## src/hdl/humidity_temperature_compensation_top_assert.svh

```systemverilog
// Assertion macros for the humidity and temperature compensation block.
// Included by humidity_temperature_compensation_top; expects clk_i and rst_ni in scope.
`ifndef HUMIDITY_TEMPERATURE_COMPENSATION_TOP_ASSERT_SVH
`define HUMIDITY_TEMPERATURE_COMPENSATION_TOP_ASSERT_SVH

// Same-cycle implication, checked outside reset.
`define HTC_ASSERT_IMP(lbl, ante, cons) \
  lbl: assert property (@(posedge clk_i) disable iff (!rst_ni) (ante) |-> (cons)) \
    else $error("htc assertion failed");

// Next-cycle implication, checked outside reset.
`define HTC_ASSERT_NXT(lbl, ante, cons) \
  lbl: assert property (@(posedge clk_i) disable iff (!rst_ni) (ante) |=> (cons)) \
    else $error("htc assertion failed");

`endif

```

## src/hdl/htc_pkg.sv

```systemverilog
// Constants for the humidity and temperature compensation pipeline.
// No dependencies; used by humidity_temperature_compensation_top.
`default_nettype none

package htc_pkg;

  localparam int unsigned RhW    = 12;
  localparam int unsigned TempW  = 14;
  localparam int unsigned TcW    = 15;
  localparam int unsigned HcW    = 14;

  localparam int unsigned SqW    = 2 * RhW;
  localparam int unsigned ProdW  = 30;
  localparam int unsigned LinW   = 32;
  localparam int unsigned NW     = 34;
  localparam int unsigned ClampW = 30;
  localparam int unsigned QuotW  = 25;
  localparam int unsigned RecipW = 26;
  localparam int unsigned MulW   = QuotW + RecipW;

  localparam logic [TcW-1:0]     TempOffset = 15'd4000;
  localparam logic [TcW-1:0]     TempMid    = 15'd6500;
  localparam logic [15:0]        ScaleBase  = 16'd1000;
  localparam logic [30:0]        RhGain     = 31'd405000;
  localparam logic [LinW-1:0]    NOffset    = 32'd40000000;
  localparam logic [NW-1:0]      NMin       = 34'd1000000;
  localparam logic [NW-1:0]      NMax       = 34'd1000000000;

  // floor(n / 100000) = floor((n >> 5) / 3125) = ((n >> 5) * Recip) >> RecipShift
  localparam int unsigned        StepShift  = 5;
  localparam int unsigned        RecipShift = 37;
  localparam logic [RecipW-1:0]  Recip      = 26'd43980466;

endpackage

`default_nettype wire

```

## src/hdl/humidity_temperature_compensation_top.sv

```systemverilog
// Humidity and temperature compensation pipeline, top level.
// Depends on htc_pkg and humidity_temperature_compensation_top_assert.svh.
//
// Takes one raw humidity count and one raw temperature count per transfer and
// returns temperature in hundredths of a degree and relative humidity in
// hundredths of a percent, clamped to 0.1..100 %RH. A reading can enter every
// cycle unless a stalled output has filled the pipeline; each result passes
// through the four register stages: products, sum, clamp and scale, reciprocal multiply.
// A stalled output holds every stage that has no free slot behind it.
`default_nettype none

`include "humidity_temperature_compensation_top_assert.svh"

module humidity_temperature_compensation_top (
  input  wire logic                              clk_i,
  input  wire logic                              rst_ni,
  input  wire logic                              in_valid_i,
  output logic                                   in_ready_o,
  input  wire logic [htc_pkg::RhW-1:0]           humidity_raw_i,
  input  wire logic [htc_pkg::TempW-1:0]         temperature_raw_i,
  output logic                                   out_valid_o,
  input  wire logic                              out_ready_i,
  output logic signed [htc_pkg::TcW-1:0]         temperature_centi_o,
  output logic [htc_pkg::HcW-1:0]                humidity_centi_o
);

  logic va_q, vb_q, vc_q, vd_q;
  logic ready_a, ready_b, ready_c, ready_d;

  assign ready_d    = !vd_q || out_ready_i;
  assign ready_c    = !vc_q || ready_d;
  assign ready_b    = !vb_q || ready_c;
  assign ready_a    = !va_q || ready_b;
  assign in_ready_o = ready_a;

  // Stage a: products
  logic signed [htc_pkg::TcW-1:0]    t_off;
  logic [15:0]                       scale_u;
  logic signed [16:0]                scale_s;
  logic signed [31:0]                prod_full;
  logic [30:0]                       lin_pos;
  logic signed [htc_pkg::TcW-1:0]    tc_in;

  logic [htc_pkg::SqW-1:0]           rh_sq_q;
  logic signed [htc_pkg::ProdW-1:0]  prod_q;
  logic signed [htc_pkg::LinW-1:0]   lin_q;
  logic signed [htc_pkg::TcW-1:0]    tc_a_q;

  assign t_off     = $signed({1'b0, temperature_raw_i}) - $signed(htc_pkg::TempMid);
  assign scale_u   = htc_pkg::ScaleBase + {1'b0, humidity_raw_i, 3'b000};
  assign scale_s   = $signed({1'b0, scale_u});
  assign prod_full = 32'(t_off) * 32'(scale_s);
  assign lin_pos   = 31'(humidity_raw_i) * htc_pkg::RhGain;
  assign tc_in     = $signed({1'b0, temperature_raw_i}) - $signed(htc_pkg::TempOffset);

  always_ff @(posedge clk_i) begin
    if (in_valid_i && ready_a) begin
      rh_sq_q <= htc_pkg::SqW'(humidity_raw_i) * htc_pkg::SqW'(humidity_raw_i);
      prod_q  <= $signed(prod_full[htc_pkg::ProdW-1:0]);
      lin_q   <= $signed({1'b0, lin_pos}) - $signed(htc_pkg::NOffset);
      tc_a_q  <= tc_in;
    end
  end

  // Stage b: sum of terms
  logic [28:0]                       sq28;
  logic signed [htc_pkg::NW-1:0]     n_d;
  logic signed [htc_pkg::NW-1:0]     n_q;
  logic signed [htc_pkg::TcW-1:0]    tc_b_q;

  assign sq28 = {rh_sq_q, 5'b00000} - {3'b000, rh_sq_q, 2'b00};
  assign n_d  = $signed({{(htc_pkg::NW-htc_pkg::LinW){lin_q[htc_pkg::LinW-1]}}, lin_q})
              + $signed({{(htc_pkg::NW-htc_pkg::ProdW){prod_q[htc_pkg::ProdW-1]}}, prod_q})
              - $signed({5'b00000, sq28});

  always_ff @(posedge clk_i) begin
    if (va_q && ready_b) begin
      n_q    <= n_d;
      tc_b_q <= tc_a_q;
    end
  end

  // Stage c: clamp and drop the power-of-two factor
  logic [htc_pkg::NW-1:0]            n_clamp;
  logic [htc_pkg::QuotW-1:0]         x_q;
  logic signed [htc_pkg::TcW-1:0]    tc_c_q;

  always_comb begin
    if (n_q < $signed(htc_pkg::NMin)) begin
      n_clamp = htc_pkg::NMin;
    end else if (n_q > $signed(htc_pkg::NMax)) begin
      n_clamp = htc_pkg::NMax;
    end else begin
      n_clamp = n_q;
    end
  end

  always_ff @(posedge clk_i) begin
    if (vb_q && ready_c) begin
      x_q    <= n_clamp[htc_pkg::ClampW-1:htc_pkg::StepShift];
      tc_c_q <= tc_b_q;
    end
  end

  // Stage d: reciprocal multiply, output register
  logic [htc_pkg::MulW-1:0]          div_prod;
  logic [htc_pkg::HcW-1:0]           hc_q;
  logic signed [htc_pkg::TcW-1:0]    tc_d_q;

  assign div_prod = htc_pkg::MulW'(x_q) * htc_pkg::MulW'(htc_pkg::Recip);

  always_ff @(posedge clk_i) begin
    if (vc_q && ready_d) begin
      hc_q   <= div_prod[htc_pkg::RecipShift+htc_pkg::HcW-1:htc_pkg::RecipShift];
      tc_d_q <= tc_c_q;
    end
  end

  always_ff @(posedge clk_i or negedge rst_ni) begin
    if (!rst_ni) begin
      va_q <= 1'b0;
      vb_q <= 1'b0;
      vc_q <= 1'b0;
      vd_q <= 1'b0;
    end else begin
      if (ready_a) va_q <= in_valid_i;
      if (ready_b) vb_q <= va_q;
      if (ready_c) vc_q <= vb_q;
      if (ready_d) vd_q <= vc_q;
    end
  end

  assign out_valid_o         = vd_q;
  assign humidity_centi_o    = hc_q;
  assign temperature_centi_o = tc_d_q;

  `HTC_ASSERT_IMP(a_hum_range, vd_q, (hc_q >= 14'd10) && (hc_q <= 14'd10000))
  `HTC_ASSERT_IMP(a_quot_range, vc_q, (x_q >= 25'd31250) && (x_q <= 25'd31250000))
  `HTC_ASSERT_NXT(a_stage_a_hold, va_q && !ready_b, va_q && $stable(prod_q) && $stable(lin_q))
  `HTC_ASSERT_NXT(a_stage_b_hold, vb_q && !ready_c, vb_q && $stable(n_q))

endmodule

`default_nettype wire
```

## config.mk

```make
export PLATFORM = sky130hd
export DESIGN_NAME = humidity_temperature_compensation_top
export DESIGN_NICKNAME = d
export VERILOG_FILES = /design/src/hdl/htc_pkg.sv /design/src/hdl/humidity_temperature_compensation_top.sv
export VERILOG_INCLUDE_DIRS = /design/src /design/src/hdl
export SDC_FILE = /design/constraint.sdc
export NUM_CORES = 2
export LEC_CHECK = 0
export ABC_AREA = 1
export BUFFER_PORTS_ARGS = -buffer_cell sky130_fd_sc_hd__buf_4
export CORE_AREA = 5 5 205 356
export DETAILED_ROUTE_END_ITERATION = 6
export DIE_AREA = 0 0 210 361
export PLACE_DENSITY = 0.78
export SLEW_MARGIN = 10
export SYNTH_ARGS = -nofsm -noshare
export SYNTH_HDL_FRONTEND = slang
export SYNTH_SLANG_ARGS = --single-unit
```

## constraint.sdc

```tcl
create_clock -name clk_i -period 7.55 [get_ports clk_i]
set_input_delay 0.3775 -clock clk_i [delete_from_list [all_inputs] [get_ports clk_i]]
set_output_delay 0.3775 -clock clk_i [all_outputs]
set_load 0.02 [all_outputs]
```

======== Yosys cells after proc, flatten, opt, wreduce, memory -nomap -nowiden ========
Cells that the tools add are included.
storage, ports and cells
  register bits after elaboration ......... 223
  input bits .............................. 30
  output and inout port bits .............. 31
  logic and storage cells ................. 42
cells by class
  add/subtract/negate cells ............... 7
  $mul .................................... 4
  order comparisons ....................... 2
  muxes and demuxes ....................... 1
  reduce and logical (&&, ||, !) cells .... 13
operators with widths
  kind                                                  count
  multiplier 25 x 25 -> 50 bit, second input constant   1
  > comparator 34 x 31 -> 1 bit, second input constant  1
  < comparator 34 x 21 -> 1 bit, second input constant  1
  subtractor 33 x 30 -> 34 bit                          1
  adder 32 x 30 -> 33 bit                               1
  subtractor 31 x 26 -> 32 bit, second input constant   1
  multiplier 15 x 17 -> 30 bit                          1
  two-way mux 30 bit                                    1
  subtractor 29 x 26 -> 29 bit                          1
  multiplier 12 x 16 -> 28 bit, second input constant   1
  multiplier 12 x 12 -> 24 bit                          1
  adder 10 x 15 -> 16 bit, first input constant         1
  subtractor 14 x 12 -> 15 bit, second input constant   1
  subtractor 14 x 13 -> 15 bit, second input constant   1
  logical AND 1 bit                                     4
  logical NOT 1 bit                                     4
  logical OR 1 bit                                      4
  OR reduction 2 bit                                    1

======== Longest topological paths before layout ========
  depth after elaboration ................. 6
  depth in mapped cells ................... 34

======== Worst setup path after synthesis ========
Ideal clock, no wire load.
  path type ............................... input to register
  start ................................... in temperature_raw_i[2] (netlist name)
  end ..................................... reg prod_q[26] (netlist name), data pin
  setup time .............................. 0.265 ns
  arrival ................................. 6.334 ns
  setup slack ............................. 0.951 ns
  cell stages on the path ................. 30
  path through ............................ inv_2 > clkbuf_1 > ha_1 > a21oi_1 > nand2_1 > nand2_1 > nand2_1 > inv_1 > nor2_1 > or2_2 > nand2_1 > clkinv_1 > nand2_1 > fa_1 > inv_1 > fa_1 > fa_1 > fa_1 > fa_1 > inv_1 > fa_1 > inv_1 > ha_1 > a21oi_1 > o21ai_0 > a21oi_1 > o21ai_2 > a21oi_1 > o21ai_0 > xor2_1
on the way
  cells in the longest elaborated chain, start to end .. 2
RTL lines
  item                          RTL line                                     source
  start, declared               humidity_temperature_compensation_top.sv:20  input wire logic [htc_pkg::TempW-1:0] temperature_raw_i,
  subtractor 14 x 13 -> 15 bit  humidity_temperature_compensation_top.sv:49  assign t_off = $signed({1'b0, temperature_raw_i}) - $signed(htc_pkg::TempMid);
  multiplier 15 x 17 -> 30 bit  humidity_temperature_compensation_top.sv:52  assign prod_full = 32'(t_off) * 32'(scale_s);
  net prod_full[26]             humidity_temperature_compensation_top.sv:40  logic signed [31:0] prod_full;
  end signal, assigned          humidity_temperature_compensation_top.sv:59  prod_q <= $signed(prod_full[htc_pkg::ProdW-1:0]);
  end, declared                 humidity_temperature_compensation_top.sv:45  logic signed [htc_pkg::ProdW-1:0] prod_q;
The timed path passes the listed nets, and every way through them passes these cells.
A chain may end at the register's enable or synchronous reset.

======== Final worst setup path ========
  start ................................... in humidity_raw_i[2] (netlist name)
  end ..................................... reg prod_q[26] (netlist name), data pin
on the way
  cells in the longest elaborated chain, start to end .. 2
RTL lines
  item                          RTL line                                     source
  start, declared               humidity_temperature_compensation_top.sv:19  input wire logic [htc_pkg::RhW-1:0] humidity_raw_i,
  adder 10 x 15 -> 16 bit       humidity_temperature_compensation_top.sv:50  assign scale_u = htc_pkg::ScaleBase + {1'b0, humidity_raw_i, 3'b000};
  multiplier 15 x 17 -> 30 bit  humidity_temperature_compensation_top.sv:52
  net prod_full[26]             humidity_temperature_compensation_top.sv:40
The timed path passes the listed nets, and every way through them passes these cells.

==> metrics.yaml <==
outcome: "finished, final reports clean"
drt_pass1_iterations: 5
cp_slowest_cell: "fa_1"
worstSetupPathType: "in -> reg"
synth-seq-cells: 213
grt_util_all_layers_pct: 26.5
routedWlPerCell_um: 19.2
cpMostUsedCell: "inv_1"
async_flop_share_pct: 1.88
most-common-layout-cells: "inv_1, nand2_1, ha_1"
slew_viol_final: 0
synth-edff-count: 209
finalNetCount: 5444
synth-main-ff-cell: "edfxtp_1"
worstMarginPinSlew_ns: 1.05
via_per_inst: 5.35
syn_to_final_growth_pct: 7.02
grt_overflow_total: 0
seq_area_frac_synth_pct: 17.1
finalCritPeriodShare_pct: 87.6
r2r_end: "humidity_centi_o[12]"
fin_crit_ns: 6.61
setup_viol: 0
cp_max_fo: 7
post-synth-top-area-cell: "fa_1"
start_kind: "input port"
setup_ws_ns: 0.940
port_buffers: 60
cts_buffer_depth: 3
drc: 0
crit_required_ns: 7.82
wl_mm: 99.8
netlist_area_sq_mm: 0.0373
num_vias: 27800
start_util_pct: 53.6
dieArea_sq_mm: 0.0758
slowest_delay_ns: 0.55
clock_skew_ns: 0.0417
insertedDiodeCount: 0
yosysWarnings: 0
grt_pass1_vias: 30200
startpoint: "humidity_raw_i[2]"
cts_tree: "built"
drive_above_1_share_pct: 5.38
rrSetupSlack_ns: 1.00
crit_path_end: "prod_q[26]"
die_x_um: 210
path_clk_slew_ns: 0.07
drt_iter0_markers: 1334
crit_path_end_kind: "register"
grt_pass1_wl_mm: 157
h-tree-depth: 1
cts_post_setup_buffers_inserted: 0
fillers: 6120
rsz0062_at_grt: "false"
r2r_start: "x_q[15]"
hold_path.class: "in -> reg"
r2r_cells: 23
numCtsBuffers: 21
clock.fmax_mhz: 151
syn_inst: 4170
dpl.hpwl_mm: 88.2
antenna_found_initial: 1
dp_slack_ns: 0.424
die_h_um: 361
synth.avg_cell_area_sq_um: 8.94
syn_nets: 5335
ant_nets: 0
grt_max_degree: 77
synth_top_area_share_pct: 29.1
insertion_delay_ns: 0.56
hold_violations: 0
fp-row-count: 128
ys_types: 48
cts-root-buf: "clkbuf_16"
fp.coreArea_sq_mm: 0.0695
synth.area.top_cells: "fa_1, ha_1, edfxtp_1"
crit_arrival_ns: 6.88
numClockSinks: 213
maxSlewHeadroom_pct: 29.6
cap_violations: 0
layout_commonest_cell: "inv_1"
io_pins: 61
gp_congestion: 1.01
tns_ns: 0
-- layer usage --
metal	share of wire [%]	track usage (%)	up-vias
li1	-	-	13100
met1	31	24.3	13600
met2	56	52.0	773
met3	2.4	1.47	409
met4	11	22.6	0
met5	0	0	-
-- synthesized netlist by cell type (10+ instances only) --
cell	count
a21o_1	20
a21oi_1	192
a31oi_1	19
clkbuf_1	21
clkinv_1	10
edfxtp_1	209
fa_1	541
ha_1	594
inv_1	1115
nand2_1	596
nand2_2	31
nand3_1	92
nand4_1	30
nor2_1	283
nor3_1	38
o21ai_0	101
o21bai_1	15
xnor2_1	49
xor2_1	99
-- flip-flops by register name, indices dropped and copies added (netlist names) --
name                 count
humidity_centi_o        14
lin_q                   28
n_q                     32
out_valid_o              1
prod_q                  27
rh_sq_q                 23
tc_a_q                  15
tc_b_q                  15
tc_c_q                  15
temperature_centi_o     15
va_q                     1
vb_q                     1
vc_q                     1
x_q                     25
-- what timing repair did --
item                                   CTS  global route
resized for setup                        0             0
hold buffers                             1             0
endpoints found under the hold margin    4             0
-- final cells by class --
type	instances	area, sq um	area share, %
Sequential cell	213	6380	16.0
Multi-Input combinational cell	2796	26500	66.5
Clock buffer	21	526	1.32
Timing Repair Buffer	113	851	2.13
Inverter	1134	4260	10.7
Clock inverter	16	198	0.496
Tap cell	910	1140	2.85
-- worst min path at each step --
stage	start	to	slack (ns)	cells after the start
CTS	temperature_raw_i[3]	tc_a_q[3]	0.03	1
finish	temperature_raw_i[3]	tc_a_q[3]	0.04	1
global route	temperature_raw_i[3]	tc_a_q[3]	0.04	1
detailed placement	rst_ni	out_valid_o	0.18	1
floorplan	rst_ni	out_valid_o	0.08	0
global placement	rst_ni	out_valid_o	0.17	1
-- through the flow --
step	instances	hold slack, ns	instance area [sq um]	util [%]
2_1_floorplan	4170	0.0819	37300	-
3_3_place_gp	5165	0.174	39100	56.3
3_5_place_dp	5165	0.176	39100	56.3
4_1_cts	5203	0.0261	39900	57.4
5_1_grt	5203	0.0372	39900	57.4
6_report	5203	0.0442	39900	57.4
-- critical path: cells and delay by family --
kind | cells | cell delay, ns
adder cells (fa/ha/maj) | 8 | 3.56
AND/OR/NAND/NOR | 7 | 0.95
AO/OA/AOI/OAI | 6 | 0.95
buffers and inverters | 9 | 0.86
XOR/XNOR | 1 | 0.15
-- kinds of logic (layout without fill, tap and decap cells) --
logic type | count (synthesis) | after routing | share of synthesized area [%]
adders and majority gates | 1135 | 1135 | 49.0
AOI/OAI and AO/OA | 391 | 391 | 5.88
DFF | 213 | 213 | 17.1
and+or+nand+nor | 1119 | 1119 | 12.7
buffers and inverters | 1161 | 1284 | 11.7
xor gates and xnor gates | 151 | 151 | 3.61
Power is left out: the tool's default activity adds up to more than one toggle a clock period on the data nets, which glitch-free logic cannot reach.
